**config.mk**
```make
export PLATFORM = sky130hd
export DESIGN_NAME = ptp_message_parser
export DESIGN_NICKNAME = d
export VERILOG_FILES = /design/src/sv/ptpmp_pkg.sv /design/src/sv/ptp_message_parser.sv /design/src/sv/ptpmp_capture.sv /design/src/sv/ptpmp_check.sv /design/src/sv/ptpmp_assemble.sv
export SDC_FILE = /design/constraint.sdc
export NUM_CORES = 2
export LEC_CHECK = 0
export BUFFER_PORTS_ARGS = -buffer_cell sky130_fd_sc_hd__buf_2
export CAP_MARGIN = 20
export CORE_MARGIN = 2
export CORE_UTILIZATION = 30
export DETAILED_ROUTE_END_ITERATION = 6
export PLACE_DENSITY_LB_ADDON = 0.25
export REMOVE_ABC_BUFFERS = 1
export SLEW_MARGIN = 40
export SYNTH_ARGS = -nofsm -noshare
export SYNTH_HDL_FRONTEND = slang
export SYNTH_SLANG_ARGS = --single-unit
```
**constraint.sdc**
```tcl
create_clock -name clk -period 38.8 [get_ports clk]
set_input_delay 5.82 -clock clk [delete_from_list [all_inputs] [get_ports clk]]
set_output_delay 5.82 -clock clk [all_outputs]
set_load 0.005 [all_outputs]
```
**src/sv/ptpmp_pkg.sv**
```systemverilog
`timescale 1ns / 1ps
// ptpmp_pkg: shared types and constants for the ptp message parser
// no dependencies; imported by every ptpmp module and the top level

package ptpmp_pkg;

  localparam logic [2:0] ST_OK         = 3'd0;
  localparam logic [2:0] ST_SHORT_VER  = 3'd1;
  localparam logic [2:0] ST_LEN_DOMAIN = 3'd2;
  localparam logic [2:0] ST_TYPE       = 3'd3;
  localparam logic [2:0] ST_BODY_SHORT = 3'd4;
  localparam logic [2:0] ST_BAD_TS     = 3'd5;

  localparam logic [3:0] KIND_SYNC       = 4'd0;
  localparam logic [3:0] KIND_DELAY_REQ  = 4'd1;
  localparam logic [3:0] KIND_FOLLOW_UP  = 4'd8;
  localparam logic [3:0] KIND_DELAY_RESP = 4'd9;
  localparam logic [3:0] KIND_ANNOUNCE   = 4'd11;

  localparam logic [3:0]  PTP_VERSION = 4'd2;
  localparam logic [15:0] HDR_BYTES   = 16'd34;
  localparam logic [15:0] TS_END      = 16'd44;
  localparam logic [15:0] DRESP_END   = 16'd54;
  localparam logic [15:0] ANN_END     = 16'd64;
  localparam logic [15:0] COUNT_MAX   = 16'hffff;

  localparam logic [29:0] NS_PER_S    = 30'd1000000000;
  localparam logic [31:0] NS_LIMIT    = 32'd1000000000;
  localparam logic [47:0] MAX_SECONDS = 48'd9223372036;
  localparam int          SEC_HALF    = 17;

  typedef struct packed {
    logic [3:0]  kind;
    logic [3:0]  version;
    logic [15:0] length;
    logic [7:0]  domain;
    logic        two_step;
    logic [63:0] correction;
    logic [63:0] src_clock;
    logic [15:0] src_port;
    logic [15:0] seq;
    logic [47:0] seconds;
    logic [31:0] nanos;
    logic [63:0] req_clock;
    logic [15:0] req_port;
    logic [15:0] total;
  } ptpmp_snap_t;

  typedef struct packed {
    logic [2:0]  status;
    logic [3:0]  kind;
    logic        two_step;
    logic [63:0] correction;
    logic [63:0] src_clock;
    logic [15:0] src_port;
    logic [15:0] seq;
    logic        timed;
    logic [46:0] pp_hi;
    logic [46:0] pp_lo;
    logic [29:0] nanos;
    logic        has_req;
    logic [63:0] req_clock;
    logic [15:0] req_port;
  } ptpmp_chk_t;

endpackage

```
**src/sv/ptp_message_parser.sv**
```systemverilog
`timescale 1ns / 1ps
// ptp_message_parser: top level of the PTPv2 message parser
// instantiates ptpmp_capture, ptpmp_check and ptpmp_assemble; uses ptpmp_pkg

// Takes a PTPv2 message one byte per clock while in_ready is high, with
// in_last_byte marking the final byte, and gives one result request per
// message through three registered stages: field snapshot; checks and the
// two seconds-times-1e9 partial products; timestamp sum into the result
// register. The stages collapse bubbles, so in_ready drops only when all of
// them hold results that the sink has not taken. Status codes: 0 ok, 1 short
// or bad version, 2 bad length or domain, 3 unsupported type, 4 body too
// short, 5 bad timestamp; on error every field except status and kind is
// zero. The user must write the domain register through the cfg port only
// while no message is open; the block does not enforce it.

module ptp_message_parser (
  input  logic               clk,
  input  logic               rst_n,
  input  logic               cfg_valid,
  output logic               cfg_ready,
  input  logic [7:0]         cfg_expected_domain,
  input  logic               in_valid,
  output logic               in_ready,
  input  logic [7:0]         in_byte_value,
  input  logic               in_last_byte,
  output logic               out_valid,
  input  logic               out_ready,
  output logic [2:0]         out_status,
  output logic [3:0]         out_message_kind,
  output logic               out_two_step,
  output logic signed [63:0] out_correction_field,
  output logic [63:0]        out_source_clock_id,
  output logic [15:0]        out_source_port_number,
  output logic [15:0]        out_sequence_id,
  output logic [63:0]        out_timestamp_ns,
  output logic [63:0]        out_requesting_clock_id,
  output logic [15:0]        out_requesting_port_number
);
  import ptpmp_pkg::*;

  logic [7:0]  expected_domain_r;
  logic        snap_valid, snap_go;
  ptpmp_snap_t snap;
  logic        chk_valid, chk_go;
  ptpmp_chk_t  chk;

  assign cfg_ready = 1'b1;

  always_ff @(posedge clk) begin
    if (!rst_n) begin
      expected_domain_r <= '0;
    end else if (cfg_valid && cfg_ready) begin
      expected_domain_r <= cfg_expected_domain;
    end
  end

  ptpmp_capture u_capture (
    .clk           (clk),
    .rst_n         (rst_n),
    .in_valid      (in_valid),
    .in_ready      (in_ready),
    .in_byte_value (in_byte_value),
    .in_last_byte  (in_last_byte),
    .snap_go       (snap_go),
    .snap_valid    (snap_valid),
    .snap          (snap)
  );

  ptpmp_check u_check (
    .clk             (clk),
    .rst_n           (rst_n),
    .expected_domain (expected_domain_r),
    .snap_valid      (snap_valid),
    .snap            (snap),
    .snap_go         (snap_go),
    .chk_go          (chk_go),
    .chk_valid       (chk_valid),
    .chk             (chk)
  );

  ptpmp_assemble u_assemble (
    .clk                        (clk),
    .rst_n                      (rst_n),
    .chk_valid                  (chk_valid),
    .chk                        (chk),
    .chk_go                     (chk_go),
    .out_valid                  (out_valid),
    .out_ready                  (out_ready),
    .out_status                 (out_status),
    .out_message_kind           (out_message_kind),
    .out_two_step               (out_two_step),
    .out_correction_field       (out_correction_field),
    .out_source_clock_id        (out_source_clock_id),
    .out_source_port_number     (out_source_port_number),
    .out_sequence_id            (out_sequence_id),
    .out_timestamp_ns           (out_timestamp_ns),
    .out_requesting_clock_id    (out_requesting_clock_id),
    .out_requesting_port_number (out_requesting_port_number)
  );

endmodule

```
**src/sv/ptpmp_capture.sv**
```systemverilog
`timescale 1ns / 1ps
// ptpmp_capture: byte counter and header/body field capture
// snapshots the captured fields on the final byte; uses ptpmp_pkg

module ptpmp_capture (
  input  logic                  clk,
  input  logic                  rst_n,
  input  logic                  in_valid,
  output logic                  in_ready,
  input  logic [7:0]            in_byte_value,
  input  logic                  in_last_byte,
  input  logic                  snap_go,
  output logic                  snap_valid,
  output ptpmp_pkg::ptpmp_snap_t snap
);
  import ptpmp_pkg::*;

  logic [15:0] count_r, count_nxt;
  ptpmp_snap_t cap_r, cap_nxt;
  ptpmp_snap_t snap_r;
  logic        snap_v_r;
  logic        accept;

  assign in_ready   = !snap_v_r || snap_go;
  assign accept     = in_valid && in_ready;
  assign snap_valid = snap_v_r;
  assign snap       = snap_r;

  always_comb begin
    cap_nxt   = cap_r;
    count_nxt = (count_r == COUNT_MAX) ? count_r : count_r + 16'd1;
    case (count_r) inside
      16'd0: cap_nxt.kind = in_byte_value[3:0];
      16'd1: cap_nxt.version = in_byte_value[3:0];
      [16'd2:16'd3]: cap_nxt.length = {cap_r.length[7:0], in_byte_value};
      16'd4: cap_nxt.domain = in_byte_value;
      16'd6: cap_nxt.two_step = in_byte_value[1];
      [16'd8:16'd15]: cap_nxt.correction = {cap_r.correction[55:0], in_byte_value};
      [16'd20:16'd27]: cap_nxt.src_clock = {cap_r.src_clock[55:0], in_byte_value};
      [16'd28:16'd29]: cap_nxt.src_port = {cap_r.src_port[7:0], in_byte_value};
      [16'd30:16'd31]: cap_nxt.seq = {cap_r.seq[7:0], in_byte_value};
      [16'd34:16'd39]: cap_nxt.seconds = {cap_r.seconds[39:0], in_byte_value};
      [16'd40:16'd43]: cap_nxt.nanos = {cap_r.nanos[23:0], in_byte_value};
      [16'd44:16'd51]: cap_nxt.req_clock = {cap_r.req_clock[55:0], in_byte_value};
      [16'd52:16'd53]: cap_nxt.req_port = {cap_r.req_port[7:0], in_byte_value};
      default: ;
    endcase
    cap_nxt.total = count_nxt;
  end

  always_ff @(posedge clk) begin
    if (!rst_n) begin
      count_r  <= '0;
      cap_r    <= '0;
      snap_v_r <= 1'b0;
    end else begin
      if (accept) begin
        if (in_last_byte) begin
          count_r <= '0;
          cap_r   <= '0;
        end else begin
          count_r <= count_nxt;
          cap_r   <= cap_nxt;
        end
      end
      if (accept && in_last_byte) begin
        snap_v_r <= 1'b1;
      end else if (snap_go) begin
        snap_v_r <= 1'b0;
      end
    end
  end

  always_ff @(posedge clk) begin
    if (accept && in_last_byte) begin
      snap_r <= cap_nxt;
    end
  end

endmodule

```
**src/sv/ptpmp_check.sv**
```systemverilog
`timescale 1ns / 1ps
// ptpmp_check: message checks and seconds-to-nanoseconds partial products
// uses ptpmp_pkg; fed by ptpmp_capture

module ptpmp_check (
  input  logic                   clk,
  input  logic                   rst_n,
  input  logic [7:0]             expected_domain,
  input  logic                   snap_valid,
  input  ptpmp_pkg::ptpmp_snap_t snap,
  output logic                   snap_go,
  input  logic                   chk_go,
  output logic                   chk_valid,
  output ptpmp_pkg::ptpmp_chk_t  chk
);
  import ptpmp_pkg::*;

  ptpmp_chk_t chk_r, chk_nxt;
  logic       chk_v_r;
  logic       timed, dresp, ann, ts_bad;

  assign snap_go   = !chk_v_r || chk_go;
  assign chk_valid = chk_v_r;
  assign chk       = chk_r;

  always_comb begin
    timed  = snap.kind inside {KIND_SYNC, KIND_DELAY_REQ, KIND_FOLLOW_UP, KIND_DELAY_RESP};
    dresp  = (snap.kind == KIND_DELAY_RESP);
    ann    = (snap.kind == KIND_ANNOUNCE);
    ts_bad = (snap.nanos >= NS_LIMIT) || (snap.seconds > MAX_SECONDS);

    chk_nxt            = '0;
    chk_nxt.kind       = snap.kind;
    chk_nxt.two_step   = snap.two_step;
    chk_nxt.correction = snap.correction;
    chk_nxt.src_clock  = snap.src_clock;
    chk_nxt.src_port   = snap.src_port;
    chk_nxt.seq        = snap.seq;
    chk_nxt.timed      = timed;
    chk_nxt.has_req    = dresp;
    chk_nxt.req_clock  = snap.req_clock;
    chk_nxt.req_port   = snap.req_port;
    chk_nxt.nanos      = snap.nanos[29:0];
    chk_nxt.pp_lo      = 47'(snap.seconds[SEC_HALF-1:0]) * 47'(NS_PER_S);
    chk_nxt.pp_hi      = 47'(snap.seconds[2*SEC_HALF-1:SEC_HALF]) * 47'(NS_PER_S);

    if (snap.total < HDR_BYTES || snap.version != PTP_VERSION) begin
      chk_nxt.status = ST_SHORT_VER;
    end else if (snap.length < HDR_BYTES || snap.length > snap.total ||
                 snap.domain != expected_domain) begin
      chk_nxt.status = ST_LEN_DOMAIN;
    end else if (!timed && !ann) begin
      chk_nxt.status = ST_TYPE;
    end else if (timed && snap.length < TS_END) begin
      chk_nxt.status = ST_BODY_SHORT;
    end else if (timed && ts_bad) begin
      chk_nxt.status = ST_BAD_TS;
    end else if (dresp && snap.length < DRESP_END) begin
      chk_nxt.status = ST_BODY_SHORT;
    end else if (ann && snap.length < ANN_END) begin
      chk_nxt.status = ST_BODY_SHORT;
    end else begin
      chk_nxt.status = ST_OK;
    end
  end

  always_ff @(posedge clk) begin
    if (!rst_n) begin
      chk_v_r <= 1'b0;
    end else if (snap_go) begin
      chk_v_r <= snap_valid;
    end
  end

  always_ff @(posedge clk) begin
    if (snap_go && snap_valid) begin
      chk_r <= chk_nxt;
    end
  end

endmodule

```
**src/sv/ptpmp_assemble.sv**
```systemverilog
`timescale 1ns / 1ps
// ptpmp_assemble: timestamp sum, error masking and the result register
// uses ptpmp_pkg; fed by ptpmp_check

module ptpmp_assemble (
  input  logic                  clk,
  input  logic                  rst_n,
  input  logic                  chk_valid,
  input  ptpmp_pkg::ptpmp_chk_t chk,
  output logic                  chk_go,
  output logic                  out_valid,
  input  logic                  out_ready,
  output logic [2:0]            out_status,
  output logic [3:0]            out_message_kind,
  output logic                  out_two_step,
  output logic signed [63:0]    out_correction_field,
  output logic [63:0]           out_source_clock_id,
  output logic [15:0]           out_source_port_number,
  output logic [15:0]           out_sequence_id,
  output logic [63:0]           out_timestamp_ns,
  output logic [63:0]           out_requesting_clock_id,
  output logic [15:0]           out_requesting_port_number
);
  import ptpmp_pkg::*;

  logic        out_v_r;
  logic [2:0]  status_r;
  logic [3:0]  kind_r;
  logic        two_step_r, two_step_nxt;
  logic [63:0] correction_r, correction_nxt;
  logic [63:0] src_clock_r, src_clock_nxt;
  logic [15:0] src_port_r, src_port_nxt;
  logic [15:0] seq_r, seq_nxt;
  logic [63:0] ts_r, ts_nxt;
  logic [63:0] req_clock_r, req_clock_nxt;
  logic [15:0] req_port_r, req_port_nxt;
  logic        ok;

  assign chk_go = !out_v_r || out_ready;

  always_comb begin
    ok             = (chk.status == ST_OK);
    two_step_nxt   = ok && chk.two_step;
    correction_nxt = ok ? chk.correction : '0;
    src_clock_nxt  = ok ? chk.src_clock : '0;
    src_port_nxt   = ok ? chk.src_port : '0;
    seq_nxt        = ok ? chk.seq : '0;
    ts_nxt         = '0;
    if (ok && chk.timed) begin
      ts_nxt = {chk.pp_hi, {SEC_HALF{1'b0}}} + 64'(chk.pp_lo) + 64'(chk.nanos);
    end
    req_clock_nxt  = (ok && chk.has_req) ? chk.req_clock : '0;
    req_port_nxt   = (ok && chk.has_req) ? chk.req_port : '0;
  end

  always_ff @(posedge clk) begin
    if (!rst_n) begin
      out_v_r <= 1'b0;
    end else if (chk_go) begin
      out_v_r <= chk_valid;
    end
  end

  always_ff @(posedge clk) begin
    if (chk_go && chk_valid) begin
      status_r     <= chk.status;
      kind_r       <= chk.kind;
      two_step_r   <= two_step_nxt;
      correction_r <= correction_nxt;
      src_clock_r  <= src_clock_nxt;
      src_port_r   <= src_port_nxt;
      seq_r        <= seq_nxt;
      ts_r         <= ts_nxt;
      req_clock_r  <= req_clock_nxt;
      req_port_r   <= req_port_nxt;
    end
  end

  assign out_valid                  = out_v_r;
  assign out_status                 = status_r;
  assign out_message_kind           = kind_r;
  assign out_two_step               = two_step_r;
  assign out_correction_field       = $signed(correction_r);
  assign out_source_clock_id        = src_clock_r;
  assign out_source_port_number     = src_port_r;
  assign out_sequence_id            = seq_r;
  assign out_timestamp_ns           = ts_r;
  assign out_requesting_clock_id    = req_clock_r;
  assign out_requesting_port_number = req_port_r;

endmodule

```
==> results.tsv <==
metric	value	unit
run status	complete, no violations	
number of buffers inserted by post-CTS setup repair	0	
most common cell after layout, fill and taps aside	edfxtp_1	
Max rail drop VDD	0.03211	mV
Worst Path Required	32.98	ns
final setup vio count	0	
fraction of layout cells with a size suffix above 1	0.1794	
CTS tree	built	
Hold Crit Class	reg -> reg	
pin count of the biggest net entering global routing	130	
capturing point of the worst reg2reg path	u_check.chk[156]	
register cell area after layout	38750	sq um
floorplan die height	482.1	microns
critical path peak fanout	5	
Final Hold Fails	0	
critical path data arrival time	6.88	ns
number of top-level design ports	337	
Max-Cap Viols	0	
fmax	78.72	MHz
reg2reg start	u_capture.snap[134]	
horizontal die dimension	482.1	microns
final setup TNS	0	ns
Starting Density	0.3017	
Setup crit end kind	primary output	
tightest slew margin relative to the limit	0.4385	
area of the multi-input gates	27120	sq um
post-synthesis to final-layout area growth	15.40	%
Post-Route Skew	0.03867	ns
average footprint of a synthesized cell	13.41	sq um
worst slew pin tran	0.8351	ns
clock-pin slew of the registers on the worst-case setup and hold paths	0.07	ns
Placer Congestion	0.8486	
number of antenna violations at the first check in global routing	15	
flop2flop setup slack	31.35	ns
number of standard cells in the layout, taps in and fillers out	8570	
fillcell total	22150	
HPWL after detailed placement	109800	microns
Distinct cells, synth	76	
number of rows in the core area	175	
routed length per placed instance	19.05	microns
Synth Instances	5114	
end of the worst hold path	u_check.chk[53]	
remaining number of nets flagged by the antenna check after routing	0	
area of the core	227300	sq um
max-slew violation total from the final report	0	
sequential cell area fraction in the yosys report	0.5650	
gr usage total	0.1388	
via count of the first global-routing pass	40795	
number of instances resized during post-cts repair	0	
total number of vias	39143	
depth of the CTS H-tree	4	
residual overflow from global routing	0	
ratio of total power to cell area	46.23	nW/um^2
Leak	31.80	nW
post-detailed-route DRC marker count	0	
Crit Path Class	in -> out	
highest-count cells in the layout ignoring fill and taps	edfxtp_1 (1037), inv_1 (504), ha_1 (413), nor2b_1 (391), dfxtp_1 (380)	
startpoint of the tightest hold check path	u_capture.snap[69]	
Register-to-Register Path Depth	22	
Period Utilization, post-route	0.3274	
final net count	6143	
count of input and output buffers	335	
unrepaired setup endpoints after global routing	no	
Worst Setup Start Kind	input pin	
cell total after placement	8272	
number of buffers inserted during clock tree synthesis	158	
average via count per standard cell	4.567	
worst-skew pair later-pin latency	0.80	ns
Post-synth top flop	edfxtp_1	
number of stages on the worst hold path	0	
total number of yosys warnings	0	
minimum clock period	12.70	ns
post-cts hold buffer count	0	
first-pass GRT wire length	247900	microns
ys async rst share	0	
deepest clock path buffer count	3	
CTS Root Buffer Type	clkbuf_16	
number of enable flip-flop cells after synthesis	1037	
synthesized area	68570	sq um
Final Routed Wirelength	163300	microns
violation count after the first detailed-route iteration	2101	
die area	232400	sq um
flop and latch count out of synthesis	1417	
count of TritonRoute iterations in the first routing pass	7	
clk sink count	1417	
==> power breakdown <==
group	internal, mW	leakage, nW	total [mW]	switching, mW
Combinational	0.180	15.7	0.451	0.270
Clock	0.903	2.63	1.54	0.634
Sequential	1.66	13.4	1.67	0.0121
Total	2.74	31.8	3.66	0.916
==> critical path, stage by stage <==
cell and delay, ns:
buf_2 0.10, nor2b_1 0.46, nand3_1 0.29, buf_2 0.21
==> worst max path at each step <==
stage / startpoint / endpoint / slack [ns] / cells after the start
3_3_place_gp: out_ready / in_ready / 26.09 / 4
3_5_place_dp: out_ready / in_ready / 26.09 / 4
5_1_grt: out_ready / in_ready / 26.02 / 4
2_1_floorplan: out_ready / u_check.chk[0] / 5.69 / 2
6_report: out_ready / in_ready / 26.10 / 4
4_1_cts: out_ready / in_ready / 26.09 / 4
==> area by class of cell <==
class	instances	area share
sequential	1417	0.4896
multi-input combinational	2962	0.3427
clock buffer	208	0.05474
tap	3009	0.04758
timing repair buffer	380	0.02776
inverter	506	0.02416
clock inverter	85	0.01330
antenna	3	0.00009487
==> cell families after synthesis <==
logic type                 after synthesis  share of synthesized area
other                                    1                 0.00005469
and+or+nand+nor                       1069                    0.08871
DFF                                   1417                     0.5650
xor gates and xnor gates               141                    0.01801
buffers and inverters                  735                    0.04080
adders and majority gates              696                     0.1580
AOI/OAI and AO/OA                      709                    0.07276
muxes                                  346                    0.05665
==> Yosys cell counts, drive strengths merged (4+ instances only) <==
cell type | count | area [sq um]
a211oi | 11 | 82.58
a21boi | 5 | 37.54
a21o | 63 | 473.0
a21oi | 104 | 524.3
a22oi | 369 | 2770
a31o | 6 | 52.55
a31oi | 11 | 75.07
and2 | 174 | 1089
and3 | 119 | 744.5
buf | 39 | 185.2
clkbuf | 190 | 713.2
dfxtp | 380 | 7607
edfxtp | 1037 | 31140
fa | 283 | 5665
ha | 413 | 5167
inv | 505 | 1896
mux2 | 337 | 3795
mux2i | 9 | 90.09
nand2 | 108 | 405.4
nand2b | 12 | 75.07
nand3 | 36 | 180.2
nand3b | 4 | 30.03
nand4 | 27 | 168.9
nor2 | 126 | 475.5
nor2b | 392 | 2452
nor3 | 26 | 140.1
nor3b | 5 | 37.54
nor4 | 18 | 112.6
o211ai | 8 | 70.06
o21a | 22 | 165.2
o21ai | 65 | 325.3
o21bai | 10 | 75.07
o31ai | 7 | 66.31
or3 | 9 | 56.30
xnor2 | 93 | 814.5
xor2 | 48 | 420.4
==> flip-flops by register name (all words and copies together), names as in the netlist, 64 cells and up <==
register	count
u_assemble.out_correction_field	64
u_assemble.out_requesting_clock_id	64
u_assemble.out_source_clock_id	64
u_assemble.out_timestamp_ns	64
u_capture.cap_r	353
u_capture.snap	369
u_check.chk	356
==> metrics by stage <==
stage          setup slack (ns)  hold WS [ns]  power [mW]  cell area [sq um]  utilization
4_1_cts                   26.09        0.3979       3.724              79060       0.3479
5_1_grt                   26.02        0.4127       3.832              79130       0.3481
3_5_place_dp              26.09        0.4045       2.160              73680       0.3242
6_report                  26.10        0.4020       3.658              79130       0.3482
2_1_floorplan             5.695        0.4003       2.053              67680            -
3_3_place_gp              26.09        0.4005       2.157              73560       0.3236
==> layer usage <==
metal	global-route usage	share of wire	vias to the layer above
li1	-	-	18800
met1	0.1769	0.45	19481
met2	0.2309	0.47	625
met3	0.03997	0.061	215
met4	0.03419	0.018	22
met5	0	0.00081	-
(Power assumes the default switching activity.)
